[src/hw/rtl/dshb_pkg.sv]
// Package with the payload types, register indexes and zone codes of the dashboard monitor.
`default_nettype none

package dshb_pkg;

    localparam int unsigned NODE_COUNT = 3;
    localparam int unsigned CFG_IDX_W  = 8;
    localparam int unsigned CFG_DATA_W = 16;

    // Configuration register indexes.
    localparam logic [CFG_IDX_W-1:0] REG_TEMP_YELLOW  = 8'd0;
    localparam logic [CFG_IDX_W-1:0] REG_TEMP_ORANGE  = 8'd1;
    localparam logic [CFG_IDX_W-1:0] REG_TEMP_RED     = 8'd2;
    localparam logic [CFG_IDX_W-1:0] REG_BATT_RED     = 8'd3;
    localparam logic [CFG_IDX_W-1:0] REG_BATT_YELLOW  = 8'd4;
    localparam logic [CFG_IDX_W-1:0] REG_HB_TIMEOUT   = 8'd5;

    // Register reset values.
    localparam logic [15:0] TEMP_YELLOW_RST = 16'd60;
    localparam logic [15:0] TEMP_ORANGE_RST = 16'd80;
    localparam logic [15:0] TEMP_RED_RST    = 16'd100;
    localparam logic [15:0] BATT_RED_RST    = 16'd10500;
    localparam logic [15:0] BATT_YELLOW_RST = 16'd11500;
    localparam logic [7:0]  HB_TIMEOUT_RST  = 8'd5;

    // rpm * 60 / 1000 = rpm * 3 / 50, taken as rpm * ceil(3 * 2^24 / 50) >> 24.
    // The rounding error stays below 1/50 over the whole 16-bit range, so the
    // floor is exact.
    localparam int unsigned  SPEED_SHIFT = 24;
    localparam logic [19:0]  SPEED_MULT  = 20'd1006633;

    localparam logic [7:0] TORQUE_MAX = 8'd100;
    localparam logic [7:0] STALE_MAX  = 8'd255;

    localparam logic [1:0] TZ_GREEN  = 2'd0;
    localparam logic [1:0] TZ_YELLOW = 2'd1;
    localparam logic [1:0] TZ_ORANGE = 2'd2;
    localparam logic [1:0] TZ_RED    = 2'd3;

    localparam logic [1:0] BZ_GREEN  = 2'd0;
    localparam logic [1:0] BZ_YELLOW = 2'd1;
    localparam logic [1:0] BZ_RED    = 2'd2;

    localparam int unsigned WARN_FAULT = 0;
    localparam int unsigned WARN_TEMP  = 1;
    localparam int unsigned WARN_BATT  = 2;
    localparam int unsigned WARN_ESTOP = 3;
    localparam int unsigned WARN_OVC   = 4;

    typedef struct packed {
        logic [15:0] motor_rpm;
        logic [7:0]  torque_request;
        logic [15:0] motor_temp;
        logic [15:0] battery_mv;
        logic [15:0] fault_code;
        logic        estop_flag;
        logic        overcurrent_flag;
        logic [7:0]  node0_alive;
        logic [7:0]  node1_alive;
        logic [7:0]  node2_alive;
    } in_item_t;

    typedef struct packed {
        logic [11:0] display_speed;
        logic [6:0]  torque_shown;
        logic [1:0]  temp_zone;
        logic [1:0]  battery_zone;
        logic [4:0]  warning_bits;
        logic        node0_ok;
        logic        node1_ok;
        logic        node2_ok;
    } out_item_t;

endpackage

`default_nettype wire

[src/hw/rtl/dshb_hb_watch.sv]
// Heartbeat tracker for one remote node: last alive value, stale count and health flag.
`default_nettype none

module dshb_hb_watch
    import dshb_pkg::*;
(
    input  wire logic       aclk,
    input  wire logic       aresetn,
    input  wire logic       update,
    input  wire logic [7:0] alive,
    input  wire logic [7:0] timeout,
    output logic            ok_next
);

    logic [7:0] last_alive_reg;
    logic [7:0] stale_count_reg;
    logic       healthy_reg;
    logic [7:0] last_alive_next;
    logic [7:0] stale_count_next;
    logic       changed;

    assign changed = (alive != last_alive_reg);

    always_comb begin
        if (changed) begin
            last_alive_next  = alive;
            stale_count_next = '0;
            ok_next          = 1'b1;
        end else begin
            last_alive_next  = last_alive_reg;
            stale_count_next = (stale_count_reg == STALE_MAX) ? stale_count_reg
                                                              : stale_count_reg + 8'd1;
            // Once unhealthy, the node stays so until its counter moves.
            ok_next          = healthy_reg && (stale_count_next <= timeout);
        end
    end

    always_ff @(posedge aclk) begin
        if (!aresetn) begin
            last_alive_reg  <= '0;
            stale_count_reg <= '0;
            healthy_reg     <= 1'b1;
        end else if (update) begin
            last_alive_reg  <= last_alive_next;
            stale_count_reg <= stale_count_next;
            healthy_reg     <= ok_next;
        end
    end

endmodule

`default_nettype wire

[src/hw/rtl/dashboard_status_and_heartbeat_monitor.sv]
// Top level of the dashboard status and heartbeat monitor.
// Each transfer on the s_ channel is one snapshot of vehicle signals and gives exactly one
// result transfer on the m_ channel, in order. A snapshot is captured into an input register,
// evaluated combinationally (speed scaling by a constant multiply, torque clamp, threshold
// zones, warning word, heartbeat update) and written to a result register. One snapshot is
// taken every cycle while m_ready is high; the result register and the input register stall
// together only when a finished result is not taken. Heartbeat state advances once per
// snapshot, as it moves into the result register. Thresholds are written on the cfg_ port,
// which is always ready; indexes above five are ignored, and writes should only happen
// while no snapshot is in flight.
`default_nettype none

module dashboard_status_and_heartbeat_monitor
    import dshb_pkg::*;
(
    input  wire logic                  aclk,
    input  wire logic                  aresetn,
    input  wire logic                  s_valid,
    output logic                       s_ready,
    input  wire in_item_t              s_data,
    output logic                       m_valid,
    input  wire logic                  m_ready,
    output out_item_t                  m_data,
    input  wire logic                  cfg_valid,
    output logic                       cfg_ready,
    input  wire logic [CFG_IDX_W-1:0]  cfg_index,
    input  wire logic [CFG_DATA_W-1:0] cfg_data
);

    logic [15:0] temp_yellow_reg;
    logic [15:0] temp_orange_reg;
    logic [15:0] temp_red_reg;
    logic [15:0] batt_red_reg;
    logic [15:0] batt_yellow_reg;
    logic [7:0]  hb_timeout_reg;

    logic      in_valid_reg;
    in_item_t  in_item_reg;
    logic      out_valid_reg;
    out_item_t out_item_reg;
    out_item_t out_item_next;

    logic        advance;
    logic        hb_update;
    logic [35:0] speed_prod;
    logic [1:0]  temp_zone;
    logic [1:0]  batt_zone;
    logic [NODE_COUNT-1:0] node_ok;
    logic [7:0]  node_alive [NODE_COUNT];

    assign cfg_ready = 1'b1;
    assign advance   = !out_valid_reg || m_ready;
    assign s_ready   = !in_valid_reg || advance;
    assign hb_update = advance && in_valid_reg;
    assign m_valid   = out_valid_reg;
    assign m_data    = out_item_reg;

    always_ff @(posedge aclk) begin
        if (!aresetn) begin
            temp_yellow_reg <= TEMP_YELLOW_RST;
            temp_orange_reg <= TEMP_ORANGE_RST;
            temp_red_reg    <= TEMP_RED_RST;
            batt_red_reg    <= BATT_RED_RST;
            batt_yellow_reg <= BATT_YELLOW_RST;
            hb_timeout_reg  <= HB_TIMEOUT_RST;
        end else if (cfg_valid) begin
            unique case (cfg_index)
                REG_TEMP_YELLOW: temp_yellow_reg <= cfg_data;
                REG_TEMP_ORANGE: temp_orange_reg <= cfg_data;
                REG_TEMP_RED:    temp_red_reg    <= cfg_data;
                REG_BATT_RED:    batt_red_reg    <= cfg_data;
                REG_BATT_YELLOW: batt_yellow_reg <= cfg_data;
                REG_HB_TIMEOUT:  hb_timeout_reg  <= cfg_data[7:0];
                default: ;
            endcase
        end
    end

    always_ff @(posedge aclk) begin
        if (!aresetn) begin
            in_valid_reg  <= 1'b0;
            out_valid_reg <= 1'b0;
        end else begin
            if (s_ready) begin
                in_valid_reg <= s_valid;
            end
            if (advance) begin
                out_valid_reg <= in_valid_reg;
            end
        end
    end

    always_ff @(posedge aclk) begin
        if (s_valid && s_ready) begin
            in_item_reg <= s_data;
        end
        if (hb_update) begin
            out_item_reg <= out_item_next;
        end
    end

    assign speed_prod = 36'(in_item_reg.motor_rpm) * 36'(SPEED_MULT);

    always_comb begin
        priority if (in_item_reg.motor_temp >= temp_red_reg) begin
            temp_zone = TZ_RED;
        end else if (in_item_reg.motor_temp >= temp_orange_reg) begin
            temp_zone = TZ_ORANGE;
        end else if (in_item_reg.motor_temp >= temp_yellow_reg) begin
            temp_zone = TZ_YELLOW;
        end else begin
            temp_zone = TZ_GREEN;
        end
    end

    always_comb begin
        priority if (in_item_reg.battery_mv < batt_red_reg) begin
            batt_zone = BZ_RED;
        end else if (in_item_reg.battery_mv <= batt_yellow_reg) begin
            batt_zone = BZ_YELLOW;
        end else begin
            batt_zone = BZ_GREEN;
        end
    end

    assign node_alive[0] = in_item_reg.node0_alive;
    assign node_alive[1] = in_item_reg.node1_alive;
    assign node_alive[2] = in_item_reg.node2_alive;

    for (genvar n = 0; n < NODE_COUNT; n++) begin : g_node
        dshb_hb_watch u_watch (
            .aclk    (aclk),
            .aresetn (aresetn),
            .update  (hb_update),
            .alive   (node_alive[n]),
            .timeout (hb_timeout_reg),
            .ok_next (node_ok[n])
        );
    end

    always_comb begin
        out_item_next.display_speed = speed_prod[SPEED_SHIFT +: 12];
        out_item_next.torque_shown  = (in_item_reg.torque_request > TORQUE_MAX)
                                      ? TORQUE_MAX[6:0] : in_item_reg.torque_request[6:0];
        out_item_next.temp_zone     = temp_zone;
        out_item_next.battery_zone  = batt_zone;
        out_item_next.warning_bits             = '0;
        out_item_next.warning_bits[WARN_FAULT] = (in_item_reg.fault_code != '0);
        out_item_next.warning_bits[WARN_TEMP]  = (temp_zone == TZ_ORANGE) || (temp_zone == TZ_RED);
        out_item_next.warning_bits[WARN_BATT]  = (batt_zone == BZ_RED);
        out_item_next.warning_bits[WARN_ESTOP] = in_item_reg.estop_flag;
        out_item_next.warning_bits[WARN_OVC]   = in_item_reg.overcurrent_flag;
        out_item_next.node0_ok      = node_ok[0];
        out_item_next.node1_ok      = node_ok[1];
        out_item_next.node2_ok      = node_ok[2];
    end

    // The clamp and the speed scaling must never leave their ranges.
    a_torque_range: assert property (@(posedge aclk) disable iff (!aresetn)
        m_valid |-> (m_data.torque_shown <= 7'd100))
        else $error("torque_shown above 100");

    a_speed_range: assert property (@(posedge aclk) disable iff (!aresetn)
        m_valid |-> (m_data.display_speed <= 12'd3932))
        else $error("display_speed out of range");

    // The warning word must agree with the zones delivered alongside it.
    a_warn_zones: assert property (@(posedge aclk) disable iff (!aresetn)
        m_valid |-> ((m_data.warning_bits[WARN_TEMP] == m_data.temp_zone[1]) &&
                     (m_data.warning_bits[WARN_BATT] == (m_data.battery_zone == BZ_RED))))
        else $error("warning bits disagree with zones");

    // A waiting result may not be overwritten by the next snapshot.
    a_no_overwrite: assert property (@(posedge aclk) disable iff (!aresetn)
        (out_valid_reg && !m_ready) |=> (out_valid_reg && $stable(out_item_reg)))
        else $error("pending result overwritten");

endmodule

`default_nettype wire
[config.mk]
export PLATFORM = sky130hd
export DESIGN_NAME = dashboard_status_and_heartbeat_monitor
export DESIGN_NICKNAME = d
export VERILOG_FILES = /design/src/hw/rtl/dshb_pkg.sv /design/src/hw/rtl/dshb_hb_watch.sv /design/src/hw/rtl/dashboard_status_and_heartbeat_monitor.sv
export SDC_FILE = /design/constraint.sdc
export NUM_CORES = 1
export LEC_CHECK = 0
export BUFFER_PORTS_ARGS = -buffer_cell sky130_fd_sc_hd__buf_2
export CAP_MARGIN = 20
export CORE_AREA = 2 2 186 188
export CTS_CLUSTER_SIZE = 25
export DETAILED_ROUTE_END_ITERATION = 12
export DIE_AREA = 0 0 188 190
export PLACE_DENSITY = 0.74
export SETUP_SLACK_MARGIN = 0.2
export SLEW_MARGIN = 20
export SYNTH_ARGS = -nofsm -noshare
export SYNTH_HDL_FRONTEND = slang
export SYNTH_HIERARCHICAL = 1
export SYNTH_SLANG_ARGS = --single-unit
[constraint.sdc]
create_clock -name aclk -period 12.12 [get_ports aclk]
set_input_delay 0.606 -clock aclk [delete_from_list [all_inputs] [get_ports aclk]]
set_output_delay 0.606 -clock aclk [all_outputs]
set_load 0.01 [all_outputs]
# After elaboration in Yosys (flattened, before gate mapping)
# Cells that the tools add are included.
[totals] input_bits=127 regBits=270 wordCells=97
[classes] n_eq_ne=14 order_cmp=9 multipliers=1 reduce_logical=21 n_addsub=3 n_mux=14
[op_table] op="$ge 16x16->1" n=3
[op_table] op="$mux 8" n=6
[op_table] op="$mul 16x20->36 const B" n=1
[op_table] op="$add 8x1->8 const B" n=3
[op_table] op="$eq 8x8->1 const B" n=3
[op_table] op="$le 8x8->1" n=3
[op_table] op="$ne 8x8->1" n=3
[op_table] op="$reduce_and 2->1" n=9
[op_table] op="$eq 8x2->1 const B" n=2
[op_table] op="$eq 8x3->1 const B" n=2
[op_table] op="$le 16x16->1" n=1
[op_table] op="$lt 16x16->1" n=1
[op_table] op="$reduce_bool 16->1" n=1
[op_table] op="$eq 8x1->1 const B" n=1
[op_table] op="$gt 8x7->1 const B" n=1
[op_table] op="$logic_not 8->1" n=1
[op_table] op="$eq 2x2->1 const B" n=3
[op_table] op="$mux 2" n=3
[op_table] op="$logic_and 1x1->1" n=5
[op_table] op="$mux 1" n=5
[op_table] op="$logic_or 1x1->1" n=3
[op_table] op="$logic_not 1->1" n=2

# Logic depth before layout (Yosys ltp)
[depth] ltp_word=6 mapped_depth=19 depth_no_buf=19

# Modules after synthesis
# The synthesis kept the hierarchy.
[modules_own_cells] module="dashboard_status_and_heartbeat_monitor" seq_area_each_um2=5645.4 cells_each=1319 n_inst=1 area_each_um2=14760.4
[modules_own_cells] module="dshb_hb_watch" seq_area_each_um2=340.3 cells_each=146 n_inst=3 area_each_um2=1198.6

# Worst setup path before layout
# No wires, ideal clock.
[synth_path] kind="register to register" start="register in_item_reg[86] (netlist name)" end="register out_item_reg, in the netlist m_data[25], data pin" arrival_ns=5.569 stages_incl_launch_ff=17 setup_slack_ns=6.287 setup_ns=0.264 period_less_slack_ns=5.833 cell_sequence="edfxtp_1 -> fa_1 -> inv_1 -> fa_1 -> inv_1 -> fa_1 -> fa_1 -> fa_1 -> inv_1 -> fa_1 -> inv_1 -> ha_1 -> nand4_1 -> or3_1 -> o311ai_0 -> a31oi_1 -> xnor2_1"
[synth_rtl] element="start: declaration" line="dashboard_status_and_heartbeat_monitor.sv:38" source="in_item_t in_item_reg;"
[synth_rtl] element="start signal: assignment" line="dashboard_status_and_heartbeat_monitor.sv:95" source="in_item_reg <= s_data;"
[synth_rtl] element="end signal: assignment" line="dashboard_status_and_heartbeat_monitor.sv:98" source="out_item_reg <= out_item_next;"
[synth_rtl] element="end: declaration" line="dashboard_status_and_heartbeat_monitor.sv:40" source="out_item_t out_item_reg;"

==> results.json <==
{
  "r2r_cells": 16,
  "synth_cell_types": 68,
  "yosysTopAreaCell": "edfxtp_1",
  "critPathCaptureType": "flop",
  "synth_ff_type": "dfxtp_1",
  "antenna_left": 0,
  "fin_skew_ns": 0.0181,
  "largest_register_ffs": 98,
  "grt_pass1_wl_um": 64900,
  "setup-tns-final_ns": 0,
  "drc": 0,
  "synth_area_leaders": "edfxtp_1 (21%), ha_1 (17%), dfxtp_1 (15%), fa_1 (11%), inv_1 (5.9%)",
  "hpwl_um": 29800,
  "setup_viol": 0,
  "async_flop_share_pct": 0,
  "coreArea_mm2": 0.0339,
  "cts_setup_buffers": 0,
  "die_w_um": 188,
  "grt_start_max_net_pins": 132,
  "crit_path_max_fanout": 7,
  "syn_to_final_growth_pct": 11.6,
  "cts_hold_buf": 0,
  "clk_latency_ns": 0.57,
  "first_pass_iters": 5,
  "clk_path_buf_depth": 3,
  "synth_top_area_share_pct": 20.9,
  "synth_most_common_cell": "inv_1",
  "hold_violations": 0,
  "worstSetupPathType": "flop to flop",
  "outcome": "finished, final reports clean",
  "drive_gt1_share_pct": 12.7,
  "maxCapViolations": 0,
  "worstHoldEndpoint": "in_item_reg[30]",
  "slew_headroom_pct": 27.8,
  "clockRootBuffer": "clkbuf_16",
  "grt-ovfl-total": 0,
  "synth_edf_count": 128,
  "start_kind": "flop",
  "finalCritPeriodShare_pct": 53.2,
  "grt_pass1_vias": 13200,
  "syn_inst": 1757,
  "syn_area_mm2": 0.0184,
  "crit_arrival_ns": 6.75,
  "max_freq_mhz": 155,
  "cts_max_level": 1,
  "peakVddDrop_mv": 0.223,
  "die_h_um": 190,
  "whs_ns": 0.206,
  "min_period_ns": 6.45,
  "r2r_slack_ns": 5.67,
  "syn_nets": 2236,
  "rsz0062_at_grt": "false",
  "power.density_mw_per_mm2": 200,
  "cp.required_ns": 12.42,
  "cts_resized": 0,
  "gp_congestion": 0.877,
  "grt.total_usage_pct": 22.2,
  "vias_per_cell": 5.34,
  "synth_seq_cells": 269,
  "wl_um": 38700,
  "die-area_mm2": 0.0357,
  "antenna_found_initial": 1,
  "ios": 161,
  "r2r_end": "m_data[29]",
  "clkTransAtPathRegs_ns": 0.06,
  "cts_sinks": 269,
  "numCtsBuffers": 29,
  "maxSlewViolCount": 0,
  "drt_iter0_markers": 504,
  "syn_area_per_cell_um2": 10.4,
  "avgRoutedWirePerCell_um": 16.2,
  "power_leakage_uw": 0.00942,
  "initial_core_util_pct": 54.1,
  "num_vias": 12700,
  "cts_tree": "yes",
  "reg2reg_from": "in_item_reg[86]",
  "n_fill_cell": 2771,
  "min-delay-start": "s_data[30]",
  "worst_pin_slew_ns": 1.08,
  "min_path_cells": 1,
  "yosys-top-cells-count": "inv_1 (287), ha_1 (251), dfxtp_1 (141), edfxtp_1 (128), nand2_1 (103)",
  "ys_warn_count": 6,
  "portBuffers": 159,
  "rows": 68,
  "ys_seq_area_share_pct": 36.3,
  "hold_path_class": "input pin to flop",
  "nNetsFinal": 2381
}
==> critical path, stage by stage (launching register included) <==
cell,delay [ns]
edfxtp_1,0.54
fa_1,0.67
inv_1,0.08
fa_1,0.52
inv_1,0.06
fa_1,0.51
fa_1,0.44
fa_1,0.54
inv_1,0.05
fa_1,0.53
inv_1,0.05
ha_1,0.34
nand4_1,0.19
or3_1,0.41
o311ai_0,0.88
a211oi_1,0.20
xnor2_1,0.18
==> power by group <==
| part | internal, uW | total [uW] | switching (uW) |
|---|---|---|---|
| Clock | 585 | 965 | 379 |
| Combinational | 808 | 2050 | 1250 |
| Sequential | 1060 | 1080 | 25.5 |
| Total | 2450 | 4100 | 1650 |
==> metal layers <==
metal  part of all wire, %  wire length [um]  track usage (%)
met1                    44             17100             28.7
met2                    48             18400             38.3
met3                   4.5              1730             2.79
met4                   3.8              1470             8.45
met5                     0                 0                0
==> stage by stage <==
stage	cell area [um2]	total power (uW)	utilization, %	cells	setup slack (ns)
2_1_floorplan	18400	2650	-	1757	6.29
3_3_place_gp	19400	3100	57.2	2326	5.81
3_5_place_dp	19400	3140	57.2	2326	5.69
4_1_cts	20500	4130	60.3	2380	5.66
5_1_grt	20500	4470	60.3	2380	5.40
6_report	20500	4100	60.3	2381	5.67
==> cell usage in the layout, fill, tap and decap left out, types with 30 or more instances in the layout <==
master / synthesis / routed
buf_2: 4 / 158
nand3_1: 46 / 46
fa_1: 101 / 101
nand2_1: 103 / 103
nor2_1: 47 / 47
a21o_1: 32 / 32
ha_1: 251 / 251
edfxtp_1: 128 / 128
inv_1: 287 / 287
mux2i_1: 72 / 72
nand4_1: 43 / 43
clkbuf_16: 0 / 30
o21ai_0: 60 / 60
dfxtp_1: 141 / 141
a21oi_1: 74 / 74
xnor2_1: 38 / 38
nor2b_1: 72 / 71
==> cell type report <==
cell class              instances  area, um2  share of cell area, %
repair buffers                163        832                   4.06
diodes                          1       2.50                 0.0122
flip-flops and latches        269       6670                   32.5
clock buffers                  38        821                   4.01
clock inverters                16        230                   1.12
multi-input cells            1152      10300                   50.2
well taps                     455        569                   2.78
inverters                     287       1080                   5.26
==> cell families after synthesis <==
group,Yosys count,share of synthesized area [%]
AND/OR/NAND/NOR,400,11.7
adder cells (fa/ha/maj),352,28.1
buffers and inverters,336,7.72
AO/OA/AOI/OAI,279,9.89
flip-flops,269,36.3
multiplexers,75,4.11
XOR/XNOR,45,2.15
other,1,0.0204
==> worst max path at each step <==
stage               startpoint          to  slack, ns  cells past startpoint
6_report       in_item_reg[86]  m_data[29]       5.67                     16
4_1_cts        in_item_reg[86]  m_data[29]       5.66                     16
5_1_grt        in_item_reg[86]  m_data[25]       5.40                     16
2_1_floorplan  in_item_reg[86]  m_data[25]       6.29                     16
3_3_place_gp   in_item_reg[86]  m_data[29]       5.81                     16
3_5_place_dp   in_item_reg[86]  m_data[29]       5.69                     16
Power figures use the tool's default switching activity.
